**config.mk**
```make
export PLATFORM = sky130hd
export DESIGN_NAME = tcp_option_parser
export DESIGN_NICKNAME = d
export VERILOG_FILES = /design/src/hw/rtl/tcpopt_pkg.sv /design/src/hw/rtl/tcpopt_step.sv /design/src/hw/rtl/tcpopt_out_reg.sv /design/src/hw/rtl/tcp_option_parser.sv
export VERILOG_INCLUDE_DIRS = /design/src /design/src/hw/rtl
export SDC_FILE = /design/constraint.sdc
export NUM_CORES = 1
export LEC_CHECK = 0
export BUFFER_PORTS_ARGS = -buffer_cell sky130_fd_sc_hd__buf_2
export CAP_MARGIN = 5
export CORE_UTILIZATION = 30
export CTS_BUF_LIST = sky130_fd_sc_hd__clkbuf_8
export DETAILED_ROUTE_END_ITERATION = 8
export HOLD_SLACK_MARGIN = 0.03
export SLEW_MARGIN = 5
export SYNTH_ARGS = -nofsm -noshare
export SYNTH_HDL_FRONTEND = slang
export SYNTH_HIERARCHICAL = 1
export SYNTH_SLANG_ARGS = --single-unit
export TNS_END_PERCENT = 100
```
**constraint.sdc**
```tcl
create_clock -name i_clk -period 5.83 [get_ports i_clk]
set_input_delay 0.583 -clock i_clk [delete_from_list [all_inputs] [get_ports i_clk]]
set_output_delay 0.583 -clock i_clk [all_outputs]
set_load 0.005 [all_outputs]
```
**src/hw/rtl/assert_macros.svh**
```systemverilog
// Assertion macros used by the top-level RTL file of the TCP option parser.
`ifndef ASSERT_MACROS_SVH
`define ASSERT_MACROS_SVH
`ifndef ASSERT_OFF
`define ASSERT_ALWAYS(lbl, clk, rst_n, cond) \
    lbl: assert property (@(posedge clk) disable iff (!(rst_n)) (cond)) \
        else $error("assertion failed: invariant");
`define ASSERT_IMPL(lbl, clk, rst_n, ante, cons) \
    lbl: assert property (@(posedge clk) disable iff (!(rst_n)) (ante) |-> (cons)) \
        else $error("assertion failed: same-cycle implication");
`define ASSERT_NEXT(lbl, clk, rst_n, ante, cons) \
    lbl: assert property (@(posedge clk) disable iff (!(rst_n)) (ante) |=> (cons)) \
        else $error("assertion failed: next-cycle implication");
`else
`define ASSERT_ALWAYS(lbl, clk, rst_n, cond)
`define ASSERT_IMPL(lbl, clk, rst_n, ante, cons)
`define ASSERT_NEXT(lbl, clk, rst_n, ante, cons)
`endif
`endif

```
**src/hw/rtl/tcpopt_pkg.sv**
```systemverilog
// Types and constants of the TCP option parser.
`timescale 1ns / 1ps
package tcpopt_pkg;

    localparam logic [7:0] KIND_EOL   = 8'd0;
    localparam logic [7:0] KIND_NOP   = 8'd1;
    localparam logic [7:0] KIND_MSS   = 8'd2;
    localparam logic [7:0] KIND_WIN   = 8'd3;
    localparam logic [7:0] KIND_SACKP = 8'd4;
    localparam logic [7:0] KIND_TIME  = 8'd8;

    localparam logic [7:0] LEN_MSS  = 8'd4;
    localparam logic [7:0] LEN_WIN  = 8'd3;
    localparam logic [7:0] LEN_TIME = 8'd10;
    localparam logic [7:0] LEN_MIN  = 8'd2;

    localparam logic [5:0] POS_KIND   = 6'd0;
    localparam logic [5:0] POS_LENGTH = 6'd1;
    localparam logic [5:0] POS_DATA   = 6'd2;
    localparam logic [5:0] POS_ECHO   = 6'd6;

    typedef struct packed {
        logic [5:0]  pos;
        logic [7:0]  kind;
        logic [7:0]  length;
        logic        stopped;
        logic [15:0] mss;
        logic [7:0]  wscale;
        logic        sack;
        logic [31:0] ts;
        logic [31:0] ts_echo;
        logic [5:0]  nop;
        logic [5:0]  eol;
    } t_parse_state;

    typedef struct packed {
        logic [15:0] mss;
        logic [7:0]  wscale;
        logic        sack_permitted;
        logic [31:0] timestamp;
        logic [31:0] ts_reply;
        logic [5:0]  nop_seen;
        logic [5:0]  eol_seen;
    } t_result;

endpackage

```
**src/hw/rtl/tcpopt_step.sv**
```systemverilog
// Next-state and result logic for one option byte of the TCP option parser.
`timescale 1ns / 1ps
module tcpopt_step (
    input  tcpopt_pkg::t_parse_state i_state,
    input  logic [7:0]               i_opt_byte,
    input  logic [5:0]               i_bytes_left,
    output tcpopt_pkg::t_parse_state o_state,
    output logic                     o_emit,
    output tcpopt_pkg::t_result      o_result
);
    import tcpopt_pkg::*;

    t_parse_state s;
    logic [7:0]   left_plus1;
    logic [8:0]   pos_plus1;

    always_comb begin
        s          = i_state;
        left_plus1 = {2'b00, i_bytes_left} + 8'd1;
        pos_plus1  = {3'b000, i_state.pos} + 9'd1;

        if (i_bytes_left != 6'd0 && !i_state.stopped) begin
            if (i_state.pos == POS_KIND) begin
                if (i_opt_byte == KIND_NOP) begin
                    s.nop = i_state.nop + 6'd1;
                end else if (i_opt_byte == KIND_EOL) begin
                    s.eol = i_state.eol + 6'd1;
                end else if (i_bytes_left >= 6'd2) begin
                    s.kind = i_opt_byte;
                    s.pos  = POS_LENGTH;
                end else begin
                    s.stopped = 1'b1;
                end
            end else if (i_state.pos == POS_LENGTH) begin
                // The length counts from the kind byte, one beat back.
                if (i_opt_byte < LEN_MIN || left_plus1 < i_opt_byte) begin
                    s.stopped = 1'b1;
                    s.pos     = POS_KIND;
                end else begin
                    s.length = i_opt_byte;
                    if (i_state.kind == KIND_SACKP) begin
                        s.sack = 1'b1;
                    end
                    s.pos = (i_opt_byte == LEN_MIN) ? POS_KIND : POS_DATA;
                end
            end else begin
                if (i_state.kind == KIND_MSS && i_state.length == LEN_MSS) begin
                    s.mss = {i_state.mss[7:0], i_opt_byte};
                end else if (i_state.kind == KIND_WIN && i_state.length == LEN_WIN) begin
                    if (i_state.pos == POS_DATA) begin
                        s.wscale = i_opt_byte;
                    end
                end else if (i_state.kind == KIND_TIME && i_state.length == LEN_TIME) begin
                    if (i_state.pos < POS_ECHO) begin
                        s.ts = {i_state.ts[23:0], i_opt_byte};
                    end else begin
                        s.ts_echo = {i_state.ts_echo[23:0], i_opt_byte};
                    end
                end
                if (pos_plus1 >= {1'b0, i_state.length}) begin
                    s.pos = POS_KIND;
                end else begin
                    s.pos = pos_plus1[5:0];
                end
            end
        end

        o_emit                  = (i_bytes_left <= 6'd1);
        o_result.mss            = s.mss;
        o_result.wscale         = s.wscale;
        o_result.sack_permitted = s.sack;
        o_result.timestamp      = s.ts;
        o_result.ts_reply       = s.ts_echo;
        o_result.nop_seen       = s.nop;
        o_result.eol_seen       = s.eol;
        o_state                 = o_emit ? '0 : s;
    end

endmodule

```
**src/hw/rtl/tcpopt_out_reg.sv**
```systemverilog
// Result register of the TCP option parser, holding one result beat.
`timescale 1ns / 1ps
module tcpopt_out_reg (
    input  logic                i_clk,
    input  logic                i_rst_n,
    input  logic                i_load,
    input  tcpopt_pkg::t_result i_result,
    input  logic                i_ready,
    output logic                o_valid,
    output tcpopt_pkg::t_result o_result
);
    import tcpopt_pkg::*;

    logic    r_valid;
    logic    n_valid;
    t_result r_result;

    always_comb begin
        if (i_load) begin
            n_valid = 1'b1;
        end else if (i_ready) begin
            n_valid = 1'b0;
        end else begin
            n_valid = r_valid;
        end
    end

    always_ff @(posedge i_clk) begin
        if (!i_rst_n) begin
            r_valid <= 1'b0;
        end else begin
            r_valid <= n_valid;
        end
    end

    always_ff @(posedge i_clk) begin
        if (i_load) begin
            r_result <= i_result;
        end
    end

    assign o_valid  = r_valid;
    assign o_result = r_result;

endmodule

```
**src/hw/rtl/tcp_option_parser.sv**
```systemverilog
// Top level of the TCP option parser: input register, parse state and result register.
`timescale 1ns / 1ps
`include "assert_macros.svh"
// The block walks the TCP options area one byte per beat. Each input beat
// carries one option byte and the count of option bytes left, this one
// included; a count of zero marks an empty area and its byte is ignored.
// Both channels use valid and ready. A beat is taken into the input
// register, and the parse logic updates the running state from that
// byte when the beat advances. On the last byte of an area, or on an
// empty area, the collected fields go to the result register and the
// parse state returns to zero, so the next area starts clean. The input
// register and the result register lie between a byte and its result.
// Throughput is one byte per cycle while no result waits on the receiver.
// When the receiver stalls, a waiting result holds in the result register;
// bytes that produce no result keep flowing, and only a byte that would
// produce a second result waits in the input register, which then holds
// the input channel ready low.
// Reset clears the parse state and both valid flags; no beat is lost or
// created by reset beyond those in flight.
module tcp_option_parser #(
    parameter int MAX_OPTION_BYTES = 40
) (
    input  logic        i_clk,
    input  logic        i_rst_n,
    input  logic        i_in_valid,
    output logic        o_in_ready,
    input  logic [7:0]  i_opt_byte,
    input  logic [5:0]  i_bytes_left,
    output logic        o_out_valid,
    input  logic        i_out_ready,
    output logic [15:0] o_mss,
    output logic [7:0]  o_wscale,
    output logic        o_sack_permitted,
    output logic [31:0] o_timestamp,
    output logic [31:0] o_ts_reply,
    output logic [5:0]  o_nop_seen,
    output logic [5:0]  o_eol_seen
);
    import tcpopt_pkg::*;

    localparam logic [5:0] MaxLeft = 6'(MAX_OPTION_BYTES);

    logic         r_in_valid;
    logic         n_in_valid;
    logic [7:0]   r_byte;
    logic [5:0]   r_left;
    logic [5:0]   left_sat;
    logic [13:0]  in_beat;
    t_parse_state r_state;
    t_parse_state step_state;
    logic         step_emit;
    t_result      step_result;
    t_result      out_result;
    logic         adv;
    logic         take;

    assign left_sat = (i_bytes_left > MaxLeft) ? MaxLeft : i_bytes_left;
    assign in_beat  = {r_byte, r_left};

    tcpopt_step u_step (
        .i_state      (r_state),
        .i_opt_byte   (r_byte),
        .i_bytes_left (r_left),
        .o_state      (step_state),
        .o_emit       (step_emit),
        .o_result     (step_result)
    );

    assign adv        = r_in_valid && (!step_emit || !o_out_valid || i_out_ready);
    assign o_in_ready = !r_in_valid || adv;
    assign take       = i_in_valid && o_in_ready;

    always_comb begin
        if (take) begin
            n_in_valid = 1'b1;
        end else if (adv) begin
            n_in_valid = 1'b0;
        end else begin
            n_in_valid = r_in_valid;
        end
    end

    always_ff @(posedge i_clk) begin
        if (!i_rst_n) begin
            r_in_valid <= 1'b0;
            r_state    <= '0;
        end else begin
            r_in_valid <= n_in_valid;
            if (adv) begin
                r_state <= step_state;
            end
        end
    end

    always_ff @(posedge i_clk) begin
        if (take) begin
            r_byte <= i_opt_byte;
            r_left <= left_sat;
        end
    end

    tcpopt_out_reg u_out_reg (
        .i_clk    (i_clk),
        .i_rst_n  (i_rst_n),
        .i_load   (adv && step_emit),
        .i_result (step_result),
        .i_ready  (i_out_ready),
        .o_valid  (o_out_valid),
        .o_result (out_result)
    );

    assign o_mss            = out_result.mss;
    assign o_wscale         = out_result.wscale;
    assign o_sack_permitted = out_result.sack_permitted;
    assign o_timestamp      = out_result.timestamp;
    assign o_ts_reply       = out_result.ts_reply;
    assign o_nop_seen       = out_result.nop_seen;
    assign o_eol_seen       = out_result.eol_seen;

    `ASSERT_NEXT(a_state_cleared, i_clk, i_rst_n, adv && step_emit, r_state == '0)
    `ASSERT_ALWAYS(a_stop_at_kind, i_clk, i_rst_n, !r_state.stopped || r_state.pos == POS_KIND)
    `ASSERT_NEXT(a_in_hold, i_clk, i_rst_n, r_in_valid && !adv, r_in_valid && $stable(in_beat))
    `ASSERT_IMPL(a_out_from_stage, i_clk, i_rst_n, $rose(o_out_valid), $past(adv && step_emit))

endmodule

```
==> results by stage <==
Power:
- The power after layout is 3571 uW.
- The worst-case vdd ir drop is 0.1177 mV.
- The standby leakage power is 0.005577 uW.
- Dividing total power by cell area gives a power density of 261.3 nW/um^2.

Global routing:
- The number of global-route vias before repair was 7923.
- The global-route usage over all layers is 0.1350.
- The global-route congestion overflow total is 0.
- Entering global routing, the biggest net connects 121 pins.
- The first global-routing pass estimated 43440 um of wire.
- The initial antenna violation count is 0.

Worst setup path:
- The data required time at the worst endpoint is 6.32 ns.
- The worst setup path is launched from a register.
- The worst register-to-register path begins at r_left[0].
- In this run the register-to-register setup slack is 0.80 ns.
- The depth of the most critical reg-to-reg path is 10.
- The launching instance or port of the critical path is r_left[0].
- The critical-path maximum fanout is 120.
- The worst setup path is captured at a register.
- For the worst setup path, the data arrival time is 5.52 ns.
- The setup path with the least slack is of type reg2reg.
- The termination of the worst setup path is r_state[75].
- The endpoint identified for the worst register-to-register timing path is r_state[75].

Floorplanning:
- In this run the core area contains 72 standard-cell rows.
- The die covers 40120 sq um.
- The initial utilization of the core area, before any placement, comes to 0.3045.
- In this run the horizontal extent of the chip is 200.3 um.
- The die height is 200.3 um.
- The I/O pin count is 121.
- The region available for standard cell placement spans 38740 sq um.

Logic synthesis:
- The number of warnings reported in the yosys synthesis log is 6.
- The share of the Yosys chip area taken by registers is 0.5066.
- The netlist area before placement is 11800 sq um.
- The number of nets produced by synthesis is 1157.
- Among all flip-flop cells after synthesis, the most frequent one is sky130_fd_sc_hd__dfxtp_1.
- Synthesis instantiated 52 different standard cells from the library.
- Synthesis inferred 241 register bits.
- The fraction of synthesis flops using an asynchronous set or reset pin is 0.
- The synthesized netlist cell count is 1115.
- After synthesis, the mean cell area works out to 10.58 sq um.
- Yosys mapped a number of flops with a built-in enable equal to 115.

Route:
- The first-pass detailed-route iteration total is 7.
- In the final routed layout, each cell accounts on average for 15.53 um.
- The first routing iteration left 543 violations.
- The total length of routed wires is 27470 um.
- After detailed routing, the number of remaining DRC violations is 0.
- Once detail routing completed, the nets flagged for antenna violations numbered 0.
- Using the TritonRoute via totals, the vias-per-cell ratio works out to 4.586.
- The routed layout has 8113 vias.

STA:
- The final count of hold timing violations was 0.
- Subtracting the final worst setup slack from the clock period gives 5.030 ns.
- Static timing analysis puts the maximum clock frequency at 0.1988 GHz.
- Of the available clock period, the critical path in the final layout requires 0.8628.
- Clock skew on the completed layout was measured at 0.02372 ns.
- Setup repair after global routing left no endpoint under its margin.
- For the pin with the worst max-slew slack, the measured transition is 1.286 ns.
- Setup violations remaining at the end of the flow were counted as 0.
- The minimum setup slack in the final design is 0.8001 ns.
- The setup TNS after final layout is 0 ns.
- The number of max-slew violations in the final report was 0.
- The normalized max-slew margin is 0.1347.

CTS:
- The total of hold buffers inserted after clock tree synthesis is 0.
- The number of clock buffers added by TritonCTS is 44.
- Once the clock tree was built, the setup fixing pass inserted 0 buffers.
- CTS placed an instance of sky130_fd_sc_hd__clkbuf_8 at the clock tree root.
- The clock latency of the later-clocked register in the worst-skew pair is 0.57 ns.
- Clock-pin slew was measured on the worst setup and hold paths at 0.05 ns.
- The count of H-tree levels built during CTS is 2.
- TritonCTS built the clock tree.
- The clock sink count is 241.
- The post-cts sizing count is 0.
- The longest clock path from root to sink contains 3 buffers.

Placed design:
- The worst setup slack after placement is 0.6533 ns.
- Buffers placed on the I/O ports in this run total 120.
- The HPWL after detailed placement is 17430 um.
- The placer congestion estimate is 0.7981.

Run:
- Across the run, the number of max-cap violations was 0.

Final layout:
- The share of cells above drive strength 1 is 0.1783.
- The number of diodes is 0.
- From synthesis to final layout, the design area changed by 15.85%.
- Leaving out fill and tap cells, the most frequent cells in the layout are sky130_fd_sc_hd__nand2_1 (276), sky130_fd_sc_hd__mux2i_1 (138), sky130_fd_sc_hd__dfxtp_1 (126).
- The most common cell after layout, fill and taps aside is sky130_fd_sc_hd__nand2_1.
- The net total in the final layout is 1257.

Worst hold path:
- The type of the worst min-delay path is in2reg.
- Along the worst hold path, the cell count comes to 1.

Run status:
- The run finished with clean final reports.
stage by stage:
step	cells	hold WS (ns)	utilization	area (sq um)
3_5_place_dp	1687	0.4485	0.3300	12780
5_1_grt	1769	0.1765	0.3528	13670
3_3_place_gp	1687	0.4377	0.3300	12780
4_1_cts	1769	0.1708	0.3528	13670
6_report	1769	0.2120	0.3528	13670
2_1_floorplan	1115	0.4313	-	11800
layout make-up:
class                      instances  area [sq um]
clock inverter                    34         222.7
tap                              518         648.1
clock buffer                      48         660.6
fill                            3889         25070
inverter                          25         93.84
sequential                       241          5976
timing repair buffer             128         666.9
multi-input combinational        775          5398
Yosys cell counts (all sizes together), types with 2 or more instances:
library cell,number,area [sq um]
nand2b,2,12.51
o211ai,4,30.03
a31oi,3,18.77
o21a,3,22.52
or4,7,60.06
o21ai,7,35.03
a21oi,9,45.04
a221oi,2,17.52
nand4b,2,17.52
nand3,14,70.07
a21o,3,22.52
o22ai,2,12.51
a221o,2,20.02
nand4,10,62.56
mux2,90,1013
a2111oi,2,36.29
ha,24,300.3
dfxtp,126,2522
o2111ai,4,35.03
nor4,8,56.30
nor2b,3,26.27
clkbuf,44,165.2
nand2,276,1036
inv,25,93.84
edfxtp,115,3453
xnor2,9,93.84
buf,30,185.2
mux2i,138,1381
nor3,7,40.04
nor2,15,56.30
and2,105,656.9
xor2,8,70.07
and3,7,43.79
layer usage:
layer	part of all wire	routed length (um)	vias to the layer above	track usage
li1	-	-	4049	-
met1	0.47	13040	3832	0.1819
met2	0.46	12590	193	0.2166
met3	0.046	1270	39	0.02717
met4	0.021	566	0	0.04280
met5	0	0	-	0
worst min path at each step:
stage / slack, ns / from / endpoint
2_1_floorplan: 0.43 / r_state[77] / r_state[77]
3_3_place_gp: 0.44 / r_state[83] / r_state[83]
3_5_place_dp: 0.45 / r_state[79] / r_state[79]
4_1_cts: 0.17 / i_opt_byte[2] / r_byte[2]
5_1_grt: 0.18 / i_opt_byte[2] / r_byte[2]
6_report: 0.21 / i_opt_byte[2] / r_byte[2]
worst max-delay path: stages, from the launching register on:
cell	delay, ns
sky130_fd_sc_hd__edfxtp_1	0.44
sky130_fd_sc_hd__inv_1	0.11
sky130_fd_sc_hd__ha_1	0.24
sky130_fd_sc_hd__o21ai_4	0.11
sky130_fd_sc_hd__buf_4	0.79
sky130_fd_sc_hd__inv_1	0.61
sky130_fd_sc_hd__nand2_1	0.21
sky130_fd_sc_hd__o21a_4	0.52
sky130_fd_sc_hd__buf_4	0.82
sky130_fd_sc_hd__buf_4	0.76
sky130_fd_sc_hd__mux2i_1	0.28
power by group:
group	switching (uW)	total, uW	internal, uW
Combinational	115	177	62.7
Sequential	33.8	1810	1780
Clock	726	1580	858
Total	874	3570	2700
state kept, by name (all words and copies together), names as in the netlist:
signal and count:
r_left 6, u_out_reg/o_valid 1, u_out_reg/o_result 101, r_byte 8, r_state 124, r_in_valid 1
logic make-up after synthesis:
kind of cell / Yosys count / share of synthesized area
xor gates and xnor gates: 17 / 0.01390
AOI/OAI and AO/OA: 45 / 0.02843
buffers and inverters: 99 / 0.03765
muxes: 228 / 0.2030
and+or+nand+nor: 461 / 0.1850
DFF: 241 / 0.5066
adders and majority gates: 24 / 0.02546
Note: power is estimated with default switching activity, not from simulation.
